## config.mk

```make
export PLATFORM = sky130hd
export DESIGN_NAME = bdpq_cell
export DESIGN_NICKNAME = d
export VERILOG_FILES = /design/src/rtl/bdpq_pkg.sv /design/src/rtl/bdpq_cell.sv
export SDC_FILE = /design/constraint.sdc
export NUM_CORES = 1
export LEC_CHECK = 0
export BUFFER_PORTS_ARGS = -buffer_cell sky130_fd_sc_hd__buf_4
export CAP_MARGIN = 20
export CORE_MARGIN = 2
export CORE_UTILIZATION = 39
export DETAILED_ROUTE_END_ITERATION = 8
export GPL_ROUTABILITY_DRIVEN = 0
export MAX_ROUTING_LAYER = met4
export PLACE_DENSITY = 0.73
export SLEW_MARGIN = 20
export SYNTH_ARGS = -nofsm -noshare
export SYNTH_HDL_FRONTEND = slang
export SYNTH_SLANG_ARGS = --single-unit
```

## constraint.sdc

```tcl
create_clock -name clock -period 2 [get_ports clock]
set_clock_uncertainty 0.15 [all_clocks]
set_input_delay 0.4 -clock clock [delete_from_list [all_inputs] [get_ports clock]]
set_output_delay 0.4 -clock clock [all_outputs]
set_load 0.1 [all_outputs]
```

## src/rtl/bdpq_pkg.sv

```systemverilog
package bdpq_pkg;

   // Number of cells in the chain, one entry per cell.
   localparam int CAPACITY = 64;
   localparam int COUNT_W  = $clog2(CAPACITY + 1);
   localparam int CSR_W    = 7;
   localparam int CMP_W    = (COUNT_W > CSR_W) ? COUNT_W : CSR_W;
   localparam int RISK_W   = 16;
   localparam int ID_W     = 16;

   // Request operation codes.
   localparam logic [1:0] OP_INSERT     = 2'd0;
   localparam logic [1:0] OP_DELETE_MIN = 2'd1;
   localparam logic [1:0] OP_DELETE_MAX = 2'd2;

   // Result status codes.
   localparam logic [1:0] STATUS_DONE    = 2'd0;
   localparam logic [1:0] STATUS_EVICTED = 2'd1;
   localparam logic [1:0] STATUS_EMPTY   = 2'd2;

   // One stored entry as seen by a neighboring cell.
   typedef struct packed {
      logic              valid;
      logic [RISK_W-1:0] risk;
      logic [ID_W-1:0]   entry_id;
   } entry_type;

   // Command broadcast to every cell of the chain.
   typedef enum logic [1:0] {
      CELL_HOLD,
      CELL_INSERT,
      CELL_REMOVE_MIN,
      CELL_REMOVE_MAX
   } cell_cmd_type;

   typedef struct packed {
      cell_cmd_type      cmd;
      logic [RISK_W-1:0] risk;
      logic [ID_W-1:0]   entry_id;
      logic [RISK_W-1:0] top_risk;
   } cell_ctrl_type;

   // Sequencer states.
   typedef enum logic [2:0] {
      ST_IDLE,
      ST_EVICT,
      ST_INSERT,
      ST_REMOVE,
      ST_TOP,
      ST_SHOW
   } state_type;

endpackage

```

## src/rtl/bdpq_cell.sv

```systemverilog
// One cell of the sorted chain. The chain is kept in ascending risk order;
// among equal risks the newest entry stands first. Empty cells sit at the end.
module bdpq_cell
   import bdpq_pkg::*;
(
   input  logic          clock,
   input  logic          reset,
   input  cell_ctrl_type ctrl,
   input  entry_type     left_entry,
   input  logic          left_ge,
   input  entry_type     right_entry,
   output entry_type     entry,
   output logic          ge,
   output logic          is_head
);

   logic              valid_ff;
   logic              valid_in;
   logic [RISK_W-1:0] risk_ff;
   logic [RISK_W-1:0] risk_in;
   logic [ID_W-1:0]   id_ff;
   logic [ID_W-1:0]   id_in;
   logic              at_top;

   assign entry = '{valid: valid_ff, risk: risk_ff, entry_id: id_ff};

   // This cell lies at or after the insert position.
   assign ge = !valid_ff || (risk_ff >= ctrl.risk);

   // First (newest) cell of the group holding the largest risk.
   assign at_top  = valid_ff && (risk_ff == ctrl.top_risk);
   assign is_head = at_top && !(left_entry.valid && (left_entry.risk == risk_ff));

   // Next contents: hold, shift right for an insert, or shift left for a removal.
   always_comb begin
      valid_in = valid_ff;
      risk_in  = risk_ff;
      id_in    = id_ff;
      case (ctrl.cmd)
         CELL_INSERT: begin
            if (ge) begin
               if (left_ge) begin
                  valid_in = left_entry.valid;
                  risk_in  = left_entry.risk;
                  id_in    = left_entry.entry_id;
               end else begin
                  valid_in = 1'b1;
                  risk_in  = ctrl.risk;
                  id_in    = ctrl.entry_id;
               end
            end
         end
         CELL_REMOVE_MIN: begin
            valid_in = right_entry.valid;
            risk_in  = right_entry.risk;
            id_in    = right_entry.entry_id;
         end
         CELL_REMOVE_MAX: begin
            if (!valid_ff || at_top) begin
               valid_in = right_entry.valid;
               risk_in  = right_entry.risk;
               id_in    = right_entry.entry_id;
            end
         end
         default: begin
            valid_in = valid_ff;
         end
      endcase
   end

   // The valid bit is cleared at reset; payload needs none.
   always_ff @(posedge clock) begin
      if (reset) begin
         valid_ff <= 1'b0;
      end else begin
         valid_ff <= valid_in;
      end
   end

   always_ff @(posedge clock) begin
      risk_ff <= risk_in;
      id_ff   <= id_in;
   end

endmodule

```

==> results of run 1 <==
cell usage after synthesis (all sizes together), types with 4 or more instances:
| cell | n |
|---|---|
| buf | 4 |
| clkbuf | 8 |
| ha | 16 |
| xnor2 | 32 |
| inv | 18 |
| edfxtp | 32 |
| o21ai | 35 |
| nand4 | 10 |
| nand2 | 36 |
| mux2i | 32 |
| a21oi | 7 |
cells by family after synthesis:
kind of cell	Yosys count	share of synthesized area, %
AND/OR/NAND/NOR	58	10.9
multiplexers	33	13.6
XOR/XNOR	32	11.4
adder cells (fa/ha/maj)	16	8.13
AO/OA/AOI/OAI	49	11.3
buffers and inverters	30	4.88
flip-flops	33	39.8
sequential cells by signal, summed over array words and instances (netlist names):
| name | flops |
|---|---|
| id_ff | 16 |
| valid_ff | 1 |
| risk_ff | 16 |
final cells by class:
type / count / area (µm²) / share of cell area (%)
Sequential cell: 33 / 981 / 22.4
Multi-Input combinational cell: 188 / 1520 / 34.6
Inverter: 18 / 67.6 / 1.54
Clock buffer: 5 / 68.8 / 1.57
Tap cell: 75 / 93.8 / 2.14
Clock inverter: 3 / 46.3 / 1.06
Timing Repair Buffer: 198 / 1610 / 36.7
through the flow:
step | utilization [%] | area (µm²) | setup TNS [ns] | setup WS, ns | cells
5_1_grt | 72.7 | 4380 | -18.14 | -0.607 | 520
4_1_cts | 71.3 | 4300 | -13.21 | -0.499 | 519
2_1_floorplan | - | 2500 | -50.40 | -1.57 | 251
6_report | 72.7 | 4380 | -14.74 | -0.515 | 520
3_5_place_dp | 66.2 | 3990 | -10.79 | -0.370 | 501
3_3_place_gp | 66.2 | 3990 | -10.76 | -0.360 | 501
worst register-to-register path, cell delays in order, from the launching register on:
cell and delay [ns]:
edfxtp_1 0.45, ha_1 0.34, nand4_1 0.13, a211oi_1 0.27, o21ai_2 0.13, o311ai_4 0.11
buf_4 0.17, o21a_4 0.22, clkbuf_16 0.19
per-layer routing:
metal | wire length, µm | part of all wire, % | vias up | GRT usage [%]
met4 | 53 | 0.65 | 0 | 5.72
li1 | - | - | 1281 | -
met3 | 587 | 7.2 | 4 | 5.04
met5 | 0 | 0 | - | -
met1 | 3300 | 41 | 1201 | 26.3
met2 | 4160 | 51 | 126 | 40.8
repair_timing:
item,CTS,global route
pin swaps,11,7
resized for setup,19,7
buffers inserted,11,0
gates cloned,0,2
setup endpoints to repair,35,35
where the power goes:
| group | internal, mW | leakage, nW | switching, mW |
|---|---|---|---|
| Clock | 0.373 | 0.0543 | 0.274 |
| Sequential | 0.882 | 0.334 | 0.0677 |
| Combinational | 0.672 | 1.71 | 1.11 |
final timing paths:
kind	cells past startpoint	to	slack [ns]
hold reg to reg	2	valid_ff	0.58
hold / removal	3	id_ff[10]	0.24
setup reg to reg	8	id_ff[13]	-0.44
setup / recovery	7	is_head	-0.51
==> flow_metrics.py, run 1 <==
metrics = {
    "clock_tree": {
        "clock_latency_ns": 0.29,
        "cts_tree": "done",
        "clk_pin_slew_ns": 0.08,
        "cts_buffer_depth": 2,
        "cts_sinks": 33,
        "numCtsBuffers": 5,
        "clockRootBuffer": "clkbuf_8",
        "htree_levels": 2,
        "postCtsHoldBufs": 0,
    },
    "run_status": {
        "status": "complete, but fails checks",
        "violations": "setup timing",
    },
    "sta": {
        "tightest_slew_ns": 0.290,
        "hold_violations": 0,
        "min_period_ns": 2.51,
        "setup_violations": 35,
        "maxSlewHeadroom_pct": 80.5,
        "maxSlewViolCount": 0,
        "hold_slack_ns": 0.237,
        "rsz0062_at_grt": "true",
        "period_share_pct": 126,
        "setup_ws_ns": -0.515,
        "clock.fmax_ghz": 0.398,
    },
    "power": {
        "ir_drop_mv": 0.476,
        "total_power_mw": 3.38,
        "p_leak_nw": 2.10,
        "powerDensity_mw_per_mm2": 772,
    },
    "drt": {
        "drtIter0Drc": 76,
        "vias": 2612,
        "viasPerCell": 5.02,
        "routed_wl_um": 8100,
        "drc_errors": 0,
        "drtPass1Iterations": 4,
        "wl_per_cell_um": 15.6,
        "ant_nets": 0,
    },
    "setup_path": {
        "worstPathMaxFanout": 2,
        "r2r_start": "risk_ff[10]",
        "crit_family": "simple AND/OR/NAND/NOR gates",
        "cp_num_buf_inv": 2,
        "worstSetupStartpointType": "register",
        "crit_chain": "buf_4 > xnor2_2 > nand4_1 > nor4_4 > nand2_1 > a31oi_4 > buf_12",
        "max_stage_delay_ns": 0.42,
        "cp.required_ns": 1.45,
        "cp-end-kind": "primary output",
        "critPathKind": "reg -> out",
        "cp-startpoint": "risk_ff[7]",
        "critPathArrivalTime_ns": 1.96,
        "cpMaxStageDelayCell": "edfxtp_1",
    },
    "layout": {
        "fillers": 443,
        "final_common_cell": "buf_4",
        "antennaDiodeCount": 0,
        "layout.nets": 579,
        "final_cell_mix": "buf_4, nand2_1, mux2i_1, edfxtp_1, o21ai_0",
        "drive_above_1_share_pct": 51.0,
        "syn_to_final_growth_pct": 77.9,
    },
    "floorplan": {
        "die-area_mm2": 0.00697,
        "die_w_um": 83.5,
        "fp-row-count": 28,
        "coreArea_mm2": 0.00603,
        "ioPinCount": 154,
        "initial_utilization_pct": 40.9,
        "die_h_um": 83.5,
    },
    "worst_hold_path": {
        "hp-class": "in -> reg",
        "holdCritStartpoint": "right_entry[10]",
    },
    "logic_synthesis": {
        "synthArstFlopShare_pct": 0,
        "ys.flop_type": "edfxtp_1",
        "synth_top_area_share_pct": 39.0,
        "synth_edf_count": 32,
        "ys_warn_count": 0,
        "synthTopCellsByArea": "edfxtp_1, mux2i_1, xnor2_1",
        "yosys.area.top_type": "edfxtp_1",
        "yosysUniqueCellTypes": 28,
        "avgSynthCellArea_um2": 9.82,
        "netlist_instances": 251,
        "synth_seq_area_share_pct": 39.8,
        "synth_nets": 386,
        "synth_seq_cells": 33,
        "syn-cell-area_mm2": 0.00246,
    },
    "placement": {
        "io_buffers": 153,
        "hpwl_um": 6180,
    },
    "grt": {
        "grt_max_degree": 53,
        "grt_pass1_wl_um": 12400,
        "overflow": 0,
        "antenna_found_initial": 0,
        "grt_pass1_vias": 2738,
        "track_usage_pct": 22.9,
    },
    "run": {
        "cap_viol_max_count": 0,
    },
}
Power figures use the tool's default switching activity.
==> inputs of run 2 (changes only) <==
Settings changed: ABC_CLOCK_PERIOD_IN_PS set to 2000, CELL_PAD_IN_SITES_DETAIL_PLACEMENT set to 1, CELL_PAD_IN_SITES_GLOBAL_PLACEMENT set to 2, CORE_UTILIZATION 39 to 21, PLACE_DENSITY 0.73 to 0.72.
==> run 2 against run 1 <==
The run still ends with setup timing left. Utilization decreased by 32 points. Worst setup slack got worse by 0.087 ns. Clock-buffer cell count unchanged. Via count decreased by 0.46%. Largest cell class unchanged. Largest power group unchanged. Highest routed layer unchanged.
==> flow_metrics.py, run 2 (synthesis results as in run 1) <==
metrics = {
    "power": {
        "ir_drop_mv": 0.412,
        "sw_frac_of_total_pct": 40.6,
        "seqPwrFrac_pct": 25.6,
        "switchingPower_mw": 1.51,
        "powerDensity_mw_per_mm2": 806,
        "combPwrFrac_pct": 50.4,
        "clock_power_share_pct": 24.0,
        "p_int_mw": 2.20,
        "p_leak_nw": 2.16,
    },
    "sta": {
        "hold_slack_ns": 0.250,
        "maxSlewHeadroom_pct": 78.0,
        "tightest_slew_ns": 0.329,
        "rsz0062_at_grt": "true",
        "min_period_ns": 2.60,
        "setup_ws_ns": -0.602,
        "setup_violations": 35,
        "clock.fmax_ghz": 0.384,
        "period_share_pct": 130,
        "maxSlewViolCount": 0,
        "hold_violations": 0,
    },
    "drt": {
        "wl_per_cell_um": 15.7,
        "drtIter0Drc": 69,
        "viasPerCell": 4.37,
        "ant_nets": 0,
        "drc_errors": 0,
        "routed_wl_um": 9340,
        "vias": 2600,
        "drtPass1Iterations": 6,
    },
    "clock_tree": {
        "cts_buffer_depth": 2,
        "htree_levels": 2,
        "cts_sinks": 33,
        "postCtsHoldBufs": 0,
        "cts_tree": "done",
        "clk_pin_slew_ns": 0.06,
        "clock_latency_ns": 0.28,
        "clockRootBuffer": "clkbuf_16",
        "numCtsBuffers": 5,
    },
    "setup_path": {
        "reg2reg_to": "valid_ff",
        "cp-end-kind": "primary output",
        "reg2reg_depth": 11,
        "cp.required_ns": 1.45,
        "r2r_start": "risk_ff[13]",
        "critPathKind": "reg -> out",
        "worstPathMaxFanout": 3,
        "r2r_slack_ns": -0.51,
        "critPathArrivalTime_ns": 2.05,
        "worstSetupStartpointType": "register",
    },
    "layout": {
        "antennaDiodeCount": 0,
        "syn_to_final_growth_pct": 86.7,
        "design_area_mm2": 0.00460,
        "top_regs": "id_ff (16), risk_ff (16), valid_ff (1)",
        "layout.nets": 586,
        "final_cell_mix": "buf_4, nand2_1, mux2i_1, edfxtp_1, xnor2_1",
        "final_common_cell": "buf_4",
        "utilization_pct": 40.3,
        "drive_above_1_share_pct": 51.3,
    },
    "floorplan": {
        "die_h_um": 112,
        "die_w_um": 112,
        "ioPinCount": 154,
        "coreArea_mm2": 0.0114,
        "fp-row-count": 39,
        "initial_utilization_pct": 21.6,
        "die-area_mm2": 0.0126,
    },
    "grt": {
        "grt_pass1_vias": 2760,
        "grt_pass1_wl_um": 14400,
        "antenna_found_initial": 0,
        "track_usage_pct": 14.9,
        "overflow": 0,
        "grt_max_degree": 55,
    },
    "run_status": {
        "status": "complete, but fails checks",
        "violations": "setup timing",
    },
    "run": {
        "cap_viol_max_count": 0,
    },
    "worst_hold_path": {
        "hold_depth": 3,
        "hold_end": "id_ff[4]",
        "hp-class": "in -> reg",
        "holdCritStartpoint": "right_entry[4]",
    },
    "placement": {
        "hpwl_um": 7360,
        "io_buffers": 153,
        "place_area_mm2": 0.00409,
        "dpl_worst_slack_ns": -0.486,
    },
}
run 2: power groups by stage:
stage               clock (mW)  combinational [mW]  sequential (mW)
floorplan                    0               0.406             1.62
global placement             0                1.67            0.964
detailed placement           0                1.68            0.967
CTS                      0.918                1.82            0.950
global route             0.951                1.97            0.963
finish                   0.889                1.87            0.950
run 2: cell type report:
type,count,area [µm²]
clock buffer,5,125
clock inverter,3,41.3
fill,1347,6820
inverter,18,67.6
multi-input combinational,188,1500
sequential,33,981
tap,143,179
timing repair buffer,205,1710
run 2: timing repair:
| item | CTS | global route |
|---|---|---|
| gates cloned | 2 | 0 |
| pin swaps | 8 | 6 |
| setup buffers | 7 | 8 |
| resized for setup | 18 | 7 |
| endpoints found under the setup margin | 35 | 35 |
run 2: worst max-delay path by stage:
stage	start	endpoint	slack, ns	depth (start not counted)
final	risk_ff[13]	is_head	-0.60	6
after global routing	risk_ff[13]	is_head	-0.69	6
after CTS	risk_ff[2]	is_head	-0.60	6
after detailed placement	ctrl[43]	ge	-0.49	8
after global placement	ctrl[41]	ge	-0.47	8
after floorplan	risk_ff[0]	valid_ff	-1.57	8
run 2: metal layers:
layer / global-route usage [%] / share of wire (%)
met3: 3.19 / 6.0
met5: - / 0
met1: 17.7 / 41
met2: 26.5 / 52
met4: 2.52 / 0.88
run 2: worst max-delay path, cell delays in order (launching register included):
cell and delay [ns]:
edfxtp_1 0.48, xnor2_1 0.19, nand4_1 0.22, nor4_4 0.41, nand2_2 0.10, a31oi_4 0.18
buf_12 0.19
run 2: per-stage QoR:
stage / std cells / total power [mW] / TNS (ns)
global placement: 571 / 2.63 / -15.06
CTS: 587 / 3.69 / -15.42
detailed placement: 571 / 2.65 / -16.09
global route: 595 / 3.89 / -18.52
finish: 595 / 3.71 / -15.56
floorplan: 251 / 2.02 / -50.40
==> inputs of run 3 (changes only) <==
Settings changed: SKIP_LAST_GASP set to 1.
==> run 3 against run 2 <==
The run still ends with setup timing left. Final area shrank 0.57%. Via count shrank 0.88%. Die area is the same. Sequential power is essentially flat. Global-route usage is the same. Cell count shrank 0.50%. Fmax is essentially flat. Hold slack is essentially flat. Flip-flop and latch count is the same. Critical endpoint unchanged.
==> flow_metrics.py, run 3 (synthesis results as in run 1) <==
metrics = {
    "floorplan": {
        "ioPinCount": 154,
        "coreArea_mm2": 0.0114,
        "die-area_mm2": 0.0126,
        "die_w_um": 112,
        "fp-row-count": 39,
        "initial_utilization_pct": 21.6,
        "die_h_um": 112,
    },
    "drt": {
        "wl_per_cell_um": 15.6,
        "drtPass1Iterations": 4,
        "routed_wl_um": 9210,
        "drc_errors": 0,
        "drtIter0Drc": 65,
        "vias": 2577,
        "viasPerCell": 4.35,
        "ant_nets": 0,
    },
    "setup_path": {
        "reg2reg_to": "valid_ff",
        "critPathKind": "reg -> out",
        "max_stage_delay_ns": 0.48,
        "crit_family": "simple AND/OR/NAND/NOR gates",
        "cp-end-kind": "primary output",
        "cp.required_ns": 1.45,
        "crit_chain": "xnor2_1 > nand4_1 > nor4_4 > nand2_2 > a31oi_4 > buf_12",
        "cpMaxStageDelayCell": "edfxtp_1",
        "critPathArrivalTime_ns": 2.05,
        "r2r_slack_ns": -0.52,
        "reg2reg_depth": 10,
        "crit_cells": 6,
        "r2r_start": "risk_ff[3]",
        "worstPathMaxFanout": 3,
        "cp_num_buf_inv": 1,
        "worstSetupStartpointType": "register",
    },
    "clock_tree": {
        "postCtsHoldBufs": 0,
        "clk_pin_slew_ns": 0.06,
        "cts_sinks": 33,
        "htree_levels": 2,
        "clock_latency_ns": 0.28,
        "clockRootBuffer": "clkbuf_16",
        "numCtsBuffers": 5,
        "cts_tree": "done",
        "cts_buffer_depth": 2,
    },
    "layout": {
        "multi_input_area_mm2": 0.00150,
        "antennaDiodeCount": 0,
        "drive_above_1_share_pct": 51.0,
        "fillers": 1346,
        "final_common_cell": "buf_4",
        "layout.nets": 583,
        "design_area_mm2": 0.00457,
        "top_regs": "id_ff (16), risk_ff (16), valid_ff (1)",
        "register_area_um2": 981,
        "final_cell_mix": "buf_4, nand2_1, mux2i_1, edfxtp_1, xnor2_1",
        "syn_to_final_growth_pct": 85.6,
    },
    "placement": {
        "hpwl_um": 7360,
        "dpl_worst_slack_ns": -0.486,
        "place_area_mm2": 0.00409,
        "io_buffers": 153,
    },
    "sta": {
        "maxSlewViolCount": 0,
        "min_period_ns": 2.60,
        "setup_ws_ns": -0.600,
        "setup_violations": 35,
        "rsz0062_at_grt": "true",
        "maxSlewHeadroom_pct": 78.0,
        "hold_violations": 0,
        "tightest_slew_ns": 0.329,
        "tns_ns": -15.81,
        "hold_slack_ns": 0.249,
        "clock.fmax_ghz": 0.385,
        "period_share_pct": 130,
    },
    "grt": {
        "track_usage_pct": 14.9,
        "overflow": 0,
        "antenna_found_initial": 0,
        "grt_max_degree": 55,
        "grt_pass1_wl_um": 14400,
        "grt_pass1_vias": 2760,
    },
    "worst_hold_path": {
        "hold_depth": 3,
        "holdCritStartpoint": "right_entry[4]",
        "hp-class": "in -> reg",
        "hold_end": "id_ff[4]",
    },
    "run": {
        "cap_viol_max_count": 0,
    },
    "run_status": {
        "status": "complete, but fails checks",
        "violations": "setup timing",
    },
    "power": {
        "ir_drop_mv": 0.410,
        "p_leak_nw": 2.15,
        "powerDensity_mw_per_mm2": 806,
    },
}
-- run 3: area by class of cell --
cell class / instances / area share, %
sequential: 33 / 21.5
clock buffer: 5 / 2.74
timing repair buffer: 202 / 36.8
tap: 143 / 3.91
inverter: 18 / 1.48
clock inverter: 3 / 0.903
multi-input combinational: 188 / 32.7
-- run 3: how the worst max path moves through the flow --
stage,start,end,slack (ns)
after floorplan,risk_ff[0],valid_ff,-1.57
after global placement,ctrl[41],ge,-0.47
after detailed placement,ctrl[43],ge,-0.49
after CTS,risk_ff[2],is_head,-0.60
after global routing,risk_ff[13],is_head,-0.69
final,risk_ff[13],is_head,-0.60
-- run 3: per-layer routing --
metal  part of all wire, %  up-vias  track usage (%)
met4                  0.89        0             2.52
met1                    41     1193             17.7
met5                     0        -                -
met3                   6.5        6             3.19
met2                    51       92             26.5
li1                      -     1286                -
-- run 3: tightest hold or removal path: stages --
cell and delay, ns:
buf_4 0.08, nand2_1 0.04, o21ai_0 0.05
-- run 3: report_power, final --
part | switching [mW] | leakage (nW) | total [mW] | internal [mW]
registers | 0.0675 | 0.334 | 0.951 | 0.883
logic | 1.13 | 1.74 | 1.85 | 0.719
clock network | 0.304 | 0.0775 | 0.888 | 0.583
total | 1.50 | 2.15 | 3.69 | 2.19
-- run 3: repair_timing --
action,CTS,global route
endpoints found under the hold margin,0,0
gates resized for setup,17,7
setup buffers,7,5
gates cloned,2,0
pin swaps,8,4
setup endpoints to repair,35,35
-- run 3: stage by stage --
stage,util [%],std cells,total power [mW]
3_3_place_gp,35.8,571,2.63
6_report,40.1,592,3.69
3_5_place_dp,35.8,571,2.65
5_1_grt,40.1,592,3.87
2_1_floorplan,-,251,2.02
4_1_cts,39.1,587,3.69
